--- config.mk ---
export PLATFORM = sky130hd
export DESIGN_NAME = matrix_multiply_engine_core
export DESIGN_NICKNAME = d
export VERILOG_FILES = /design/src/hdl/mme_pkg.sv /design/src/hdl/matrix_multiply_engine_core.sv
export SDC_FILE = /design/constraint.sdc
export NUM_CORES = 2
export LEC_CHECK = 0
export BUFFER_PORTS_ARGS = -buffer_cell sky130_fd_sc_hd__buf_2
export CAP_MARGIN = 10
export CORE_MARGIN = 2
export CORE_UTILIZATION = 50
export DETAILED_ROUTE_END_ITERATION = 7
export GPL_ROUTABILITY_DRIVEN = 0
export HOLD_SLACK_MARGIN = 0.06
export PLACE_DENSITY = 0.63
export SETUP_SLACK_MARGIN = 0.2
export SYNTH_ARGS = -nofsm -noshare
export SYNTH_HDL_FRONTEND = slang
export SYNTH_SLANG_ARGS = --single-unit
export TNS_END_PERCENT = 5
--- constraint.sdc ---
create_clock -name clk -period 7.8 [get_ports clk]
set_input_delay 1.56 -clock clk [delete_from_list [all_inputs] [get_ports clk]]
set_output_delay 1.56 -clock clk [all_outputs]
set_load 0.1 [all_outputs]
--- src/hdl/mme_pkg.sv ---
// Package for the matrix multiply engine: field widths and mode codes.
// No dependencies; used by matrix_multiply_engine_core.
`default_nettype none

package mme_pkg;

	// Field widths of the input and result transactions.
	localparam int MODE_W  = 2;
	localparam int INDEX_W = 3;
	localparam int VALUE_W = 16;
	localparam int PROD_W  = 2 * VALUE_W;
	localparam int SUM_W   = 35;

	// Operation codes carried on the mode field.
	typedef logic [MODE_W-1:0] mode_t;
	localparam mode_t MODE_LOAD_A  = 2'd0;
	localparam mode_t MODE_LOAD_B  = 2'd1;
	localparam mode_t MODE_COMPUTE = 2'd2;

endpackage

`default_nettype wire

--- src/hdl/matrix_multiply_engine_core.sv ---
// Matrix multiply engine core: stores A and B in two synchronous RAMs and
// emits one row of C = A x B per compute transaction. Depends on mme_pkg.
//
// Usage:
//   An input transaction is taken at a rising edge where start is high and
//   busy is low. mode selects a load of A, a load of B, or a compute of one
//   row of C. Loads with row or col not below DIM, computes with row not
//   below DIM, and the unused mode are dropped.
//   A load leaves busy low, so loads stream back to back.
//   A compute raises busy while the sequencer issues one
//   A and one B read per cycle to the two RAMs, DIM*DIM reads in all, and a
//   single shared 16x16 multiplier plus accumulator follows behind the RAM
//   read register and the product register. That read loop sets the rate.
//   Results leave as DIM transactions, in column order, each on out_col,
//   product_sum and last for one cycle marked by strobe. The result for
//   column j is registered from the accumulator sum of its last product;
//   the final one carries last and shows in the first cycle with busy low.
//   The receiver cannot stall; every strobe cycle is taken.
//   Reset clears the sequencer and pipeline flags. RAM contents are not
//   cleared; an element must be loaded before it is used.
`default_nettype none

module matrix_multiply_engine_core #(
	parameter int DIM = 8
) (
	input  wire                                   clk,
	input  wire                                   arst_n,
	input  wire                                   start,
	output logic                                  busy,
	input  wire  [mme_pkg::MODE_W-1:0]            mode,
	input  wire  [mme_pkg::INDEX_W-1:0]           row,
	input  wire  [mme_pkg::INDEX_W-1:0]           col,
	input  wire  signed [mme_pkg::VALUE_W-1:0]    value,
	output logic                                  strobe,
	output logic [mme_pkg::INDEX_W-1:0]           out_col,
	output logic signed [mme_pkg::SUM_W-1:0]      product_sum,
	output logic                                  last
);

	localparam int KW    = (DIM > 1) ? $clog2(DIM) : 1;
	localparam int DEPTH = DIM * DIM;
	localparam int AW    = (DEPTH > 1) ? $clog2(DEPTH) : 1;

	// Operand RAMs.
	logic signed [mme_pkg::VALUE_W-1:0] mem_a [DEPTH];
	logic signed [mme_pkg::VALUE_W-1:0] mem_b [DEPTH];

	logic          accept;
	logic          in_range;
	logic [AW-1:0] wr_addr;
	logic [AW-1:0] rd_addr_a;
	logic [AW-1:0] rd_addr_b;

	// Sequencer registers.
	logic          run_q;
	logic [KW-1:0] row_q;
	logic [KW-1:0] j_q;
	logic [KW-1:0] k_q;
	logic          k_last;
	logic          j_last;

	// Pipeline: RAM read stage, product stage.
	logic                               v_s1, first_s1, lastk_s1, lastj_s1;
	logic [KW-1:0]                      j_s1;
	logic signed [mme_pkg::VALUE_W-1:0] a_s1, b_s1;
	logic                               v_s2, first_s2, lastk_s2, lastj_s2;
	logic [KW-1:0]                      j_s2;
	logic signed [mme_pkg::PROD_W-1:0]  prod_s2;
	logic signed [mme_pkg::SUM_W-1:0]   acc_q;
	logic signed [mme_pkg::SUM_W-1:0]   sum_next;

	// Transaction decode and address generation.
	assign accept    = start && !busy;
	assign in_range  = (int'(row) < DIM) && (int'(col) < DIM);
	assign wr_addr   = AW'(KW'(row)) * AW'(DIM) + AW'(KW'(col));
	assign rd_addr_a = AW'(row_q) * AW'(DIM) + AW'(k_q);
	assign rd_addr_b = AW'(k_q) * AW'(DIM) + AW'(j_q);
	assign k_last    = (k_q == KW'(DIM - 1));
	assign j_last    = (j_q == KW'(DIM - 1));
	assign busy      = run_q || v_s1 || v_s2;

	// RAM for A: one write port for loads, one registered read port.
	always_ff @(posedge clk) begin
		if (accept && in_range && (mode == mme_pkg::MODE_LOAD_A)) begin
			mem_a[wr_addr] <= value;
		end
		a_s1 <= mem_a[rd_addr_a];
	end

	// RAM for B: one write port for loads, one registered read port.
	always_ff @(posedge clk) begin
		if (accept && in_range && (mode == mme_pkg::MODE_LOAD_B)) begin
			mem_b[wr_addr] <= value;
		end
		b_s1 <= mem_b[rd_addr_b];
	end

	// Read sequencer: k runs fastest, then j, over one row of C.
	always_ff @(posedge clk or negedge arst_n) begin
		if (!arst_n) begin
			run_q <= 1'b0;
			j_q   <= '0;
			k_q   <= '0;
		end else if (accept) begin
			if ((mode == mme_pkg::MODE_COMPUTE) && (int'(row) < DIM)) begin
				run_q <= 1'b1;
				j_q   <= '0;
				k_q   <= '0;
			end
		end else if (run_q) begin
			if (k_last) begin
				k_q <= '0;
				j_q <= j_q + 1'b1;
				if (j_last) begin
					run_q <= 1'b0;
				end
			end else begin
				k_q <= k_q + 1'b1;
			end
		end
	end

	// The row index is payload and needs no reset.
	always_ff @(posedge clk) begin
		if (accept) begin
			row_q <= KW'(row);
		end
	end

	// Pipeline control flags.
	always_ff @(posedge clk or negedge arst_n) begin
		if (!arst_n) begin
			v_s1   <= 1'b0;
			v_s2   <= 1'b0;
			strobe <= 1'b0;
		end else begin
			v_s1   <= run_q;
			v_s2   <= v_s1;
			strobe <= v_s2 && lastk_s2;
		end
	end

	// Pipeline payload: tags follow the reads, the multiplier follows the RAMs.
	always_ff @(posedge clk) begin
		first_s1 <= (k_q == '0);
		lastk_s1 <= k_last;
		lastj_s1 <= j_last;
		j_s1     <= j_q;
		first_s2 <= first_s1;
		lastk_s2 <= lastk_s1;
		lastj_s2 <= lastj_s1;
		j_s2     <= j_s1;
		prod_s2  <= a_s1 * b_s1;
	end

	// Accumulate; the first term of a dot product restarts the sum.
	assign sum_next = (first_s2 ? '0 : acc_q) + mme_pkg::SUM_W'(prod_s2);

	always_ff @(posedge clk) begin
		if (v_s2) begin
			acc_q <= sum_next;
		end
		if (v_s2 && lastk_s2) begin
			product_sum <= sum_next;
			out_col     <= mme_pkg::INDEX_W'(j_s2);
			last        <= lastj_s2;
		end
	end

endmodule

`default_nettype wire

; Word level (Yosys, flattened, before mapping)
; Memories as Yosys holds them, arrays and structs flattened. A register that Yosys moved wholly into a read port is not among the register bits.
; Index checks and enable logic that the tools add are counted.
[word_totals]
regBits = 131
ramBits = 2048
input_bits = 27
out_inout_bits = 41
word_cells = 64
n_memories = 2
[classes]
addsub = 6
mul = 1
eq_ne = 5
n_mux = 17
n_reduce_logical = 13
[memory_table]
columns = memory, words, width, rd, rd_clocked_by_memory_dff, wr, line_no
row1 = mem_a, 64, 16, 1, 1, 1, matrix_multiply_engine_core.sv:45  ; logic signed [mme_pkg::VALUE_W-1:0] mem_a [DEPTH];
row2 = mem_b, 64, 16, 1, 1, 1, matrix_multiply_engine_core.sv:46  ; logic signed [mme_pkg::VALUE_W-1:0] mem_b [DEPTH];
[ops]
columns = op, n
row1 = adder 35 bit, 1
row2 = two-way mux 35 bit, 1
row3 = multiplier 16 x 16 -> 32 bit, 1
row4 = two-way mux 3 bit, 7
row5 = adder 6 x 3 -> 6 bit, 3
row6 = two-way mux 1 bit, 9
row7 = adder 3 x 1 -> 3 bit (second input constant), 2
row8 = == test 3 bit (second input constant), 2
row9 = logical AND 1 bit, 4
row10 = nonzero test 2 bit, 2
row11 = logical NOT 3 bit, 1
row12 = AND reduction 3 bit, 1
row13 = == test 2 x 1 -> 1 bit (second input constant), 1
row14 = == test 2 bit (second input constant), 1
row15 = logical NOT 2 bit, 1
row16 = logical OR 1 bit, 2
row17 = != test 2 x 1 -> 1 bit (second input constant), 1
row18 = AND reduction 2 bit, 1
row19 = logical NOT 1 bit, 1

; Longest topological paths before layout
[depth]
depth_word = 7
depth_mapped = 23
ltp_nobuf = 22

; Worst setup path after synthesis
; Ideal clock, no wire load.
[synth_timing]
path_kind = register to register
startpoint = register a_s1[15] in the netlist's numbering (read register of mem_a)
endpoint = register prod_s2[30] in the netlist's numbering
setup_ps = 122
t_arrival_ps = 5927
required_time_ps = 7678
setup_slack_ps = 1752
stages_incl_launch_ff = 23
path_buffers = 1
period_less_slack_ps = 6048
cell_sequence = dfxtp_1 clkbuf_1 nand2_1 inv_1 fa_1 inv_1 fa_1 fa_1 inv_1 fa_1 fa_1 inv_1 fa_1 inv_1 ha_1 a21o_1 a21o_1 a221o_1 a2111oi_0 nor3b_2 nor4_1 nor4b_2 nor3_1
[synth_via]
elab_chain_cells = 1
[synth_lines]
columns = item, line_no
row1 = from (decl), matrix_multiply_engine_core.sv:65  ; logic signed [mme_pkg::VALUE_W-1:0] a_s1, b_s1;
row2 = multiplier 16 x 16 -> 32 bit, matrix_multiply_engine_core.sv:153  ; prod_s2 <= a_s1 * b_s1;
row3 = to (signal assigned), matrix_multiply_engine_core.sv:153
row4 = to (decl), matrix_multiply_engine_core.sv:68  ; logic signed [mme_pkg::PROD_W-1:0] prod_s2;
; Every way passes these cells.
; A chain may end at the register's enable or synchronous reset.

; Worst setup path after layout
[layout_timing]
startpoint = register a_s1[7] in the netlist's numbering (read register of mem_a)
endpoint = register prod_s2[29] in the netlist's numbering
; The elaborated chain is that of the path after synthesis.

==> qor.csv <==
metric,value,unit
die_w,438,um
clock_latency,860,ps
initial_utilization,50.2,%
grt_overflow,0,
yosysWarnings,0,
critical_path_peak_fanout,16,
syn_area_per_cell,20.4,sq um
hold_path.class,flip-flop to flip-flop,
post_route_cells_drive_above_1_share,24.8,%
root_buffer,clkbuf_16,
netlist_area,0.0941,sq mm
hold_viol_final,0,
path_clk_slew,60,ps
synthesis.instances,4605,
pre_cts_ws,1130,ps
grt_pass1_vias,45086,
synthArstFlopShare,0.452,%
num_rows,159,
ios,68,
vias_per_cell,5.89,
cp-end-kind,flip-flop,
tightestPinTransition,1220,ps
timing.fmax,149,MHz
wl_per_cell,28.9,um
die_y,438,um
yosysMostFrequentCell,edfxtp_1,
nNetsFinal,5268,
area_delta_synth_final,11.7,%
ys.flop_type,edfxtp_1,
drcViolationCount,0,
post-route-min-period,6730,ps
hp-start,j_s1[2]$_DFF_P_,
grt_start_max_net_pins,121,
synth.area.top_cells,"edfxtp_1 68%, mux4_2 16%, fa_1 5.6%, dfxtp_1 1.6%, ha_1 1.6%",
rsz0062_at_grt,no,
initialDrtViolationCount,4971,
synth_top_area_share,67.8,%
fillCellCount,14041,
critPathLaunch,a_s1[7]$_DFF_P_,
skew,62.8,ps
cp.required,8560,ps
crit_path_start_kind,flip-flop,
dr.pass1.iters,5,
cts_tree,built,
final.setup.worst_slack,1070,ps
synth_top_area_cell,edfxtp_1,
slew_violations,0,
seqCellArea,0.0656,sq mm
seq_area_frac_synth,69.7,%
synth.net_count,5016,
cts_inserted_buffers,215,
arrival,7490,ps
cts.sink_count,2211,
drv_cap,0,
status,"complete, no violations",
grt_pass1_wl,319000,um
die_area,0.192,sq mm
grt_use_total,23.1,%
ant_nets,0,
cts_resized,0,
postCtsSetupBuffers,0,
synth_edf_count,2125,
htree_levels,4,
fin_setup_tns,0,ps
hpwlAfterDp,133000,um
finalWirelength,218000,um
crit_type,flip-flop to flip-flop,
synth_seq_cells,2211,
synth.distinct_cells,62,
synthTopCellsByCount,"2125 x edfxtp_1, 672 x mux4_2, 315 x inv_1, 263 x fa_1, 172 x nand2_1",
setup_viol,0,
slew_headroom,18.8,%
num_vias,44493,
r2r-start,a_s1[7]$_DFF_P_,
antenna_found_initial,33,
clockBufferDepth,3,
design.core.area,0.187,sq mm
portBuffers,67,
cts_hold_buf,0,
multi_input_area,0.0264,sq mm
timing.final.crit_share,86.3,%
## layer usage
metal / global-route usage (%) / routed length, um
met5: 0 / 91
met4: 5.64 / 4290
met3: 4.34 / 17500
met2: 34.5 / 101000
met1: 35.5 / 95100
## state kept, by name (all words and copies together) (netlist names), 3 cells and up
signal and count:
mem_a 1024, mem_b 1024, acc_q 35, product_sum 35, prod_s2 32, a_s1 16
b_s1 16, j_q 3, j_s1 3, j_s2 3, k_q 3, out_col 3
row_q 3
## worst paths after layout
path	to	slack [ps]	cells after the start
worst max-delay path	prod_s2[29]$_DFF_P_	1070	19
worst min-delay path	j_s2[2]$_DFF_P_	330	0
worst max register to register	prod_s2[29]$_DFF_P_	1070	19
worst min register to register	j_s2[2]$_DFF_P_	330	0
max in group asynchronous	k_q[2]$_DFFE_PN0P_	6950	1
min in group asynchronous	strobe$_DFF_PN0_	580	1
## logic make-up (layout without fill, tap and decap cells)
| logic type | after synthesis | in the layout | synth area share [%] |
|---|---|---|---|
| other | 0 | 10 | 0 |
| and+or+nand+nor | 579 | 579 | 2.96 |
| AOI/OAI and AO/OA | 178 | 178 | 1.23 |
| adders and majority gates | 384 | 384 | 7.21 |
| xor gates and xnor gates | 60 | 60 | 0.559 |
| buffers and inverters | 520 | 958 | 2.24 |
| muxes | 673 | 673 | 16.1 |
| DFF | 2211 | 2211 | 69.7 |
## cells in the final DEF, fill, tap and decap left out, drive strengths merged, types with 42 or more instances in the layout
cell type and instances:
buf 240, fa 263, mux4 672, nor2 165
inv 322, dfxtp 76, a21oi 52, edfxtp 2125
xnor2 42, clkbuf 267, and2 122, ha 121
nand2 172, clkinv 107
## worst max-delay path, stage by stage (launching register included)
cell,delay [ps]
dfxtp_1,770
and2_1,260
fa_1,400
inv_1,80
fa_1,460
fa_1,520
fa_1,540
inv_1,50
fa_1,470
inv_1,50
fa_1,470
inv_1,40
ha_1,310
and3_1,240
a221oi_1,640
or2_1,230
a311oi_1,200
o22ai_1,340
or4b_1,460
o211ai_1,90
## through the flow
stage / cell area, sq um / std cells / hold WS [ps] / util [%]
floorplan: 94100 / 4605 / 310 / -
global placement: 98100 / 7135 / 312 / 52.3
detailed placement: 98100 / 7135 / 315 / 52.3
CTS: 105000 / 7538 / 330 / 56.1
global route: 105000 / 7542 / 333 / 56.1
finish: 105000 / 7548 / 328 / 56.1
## layout make-up
class | count | area share (%)
Antenna cell | 10 | 0.0238
Clock buffer | 267 | 5.47
Clock inverter | 136 | 1.17
Inverter | 315 | 1.12
Multi-Input combinational cell | 1874 | 25.1
Sequential cell | 2211 | 62.4
Tap cell | 2495 | 2.97
Timing Repair Buffer | 240 | 1.69
Power is not shown: default switching activity piles up to over one toggle a cycle in this logic, so the estimate is an artifact.
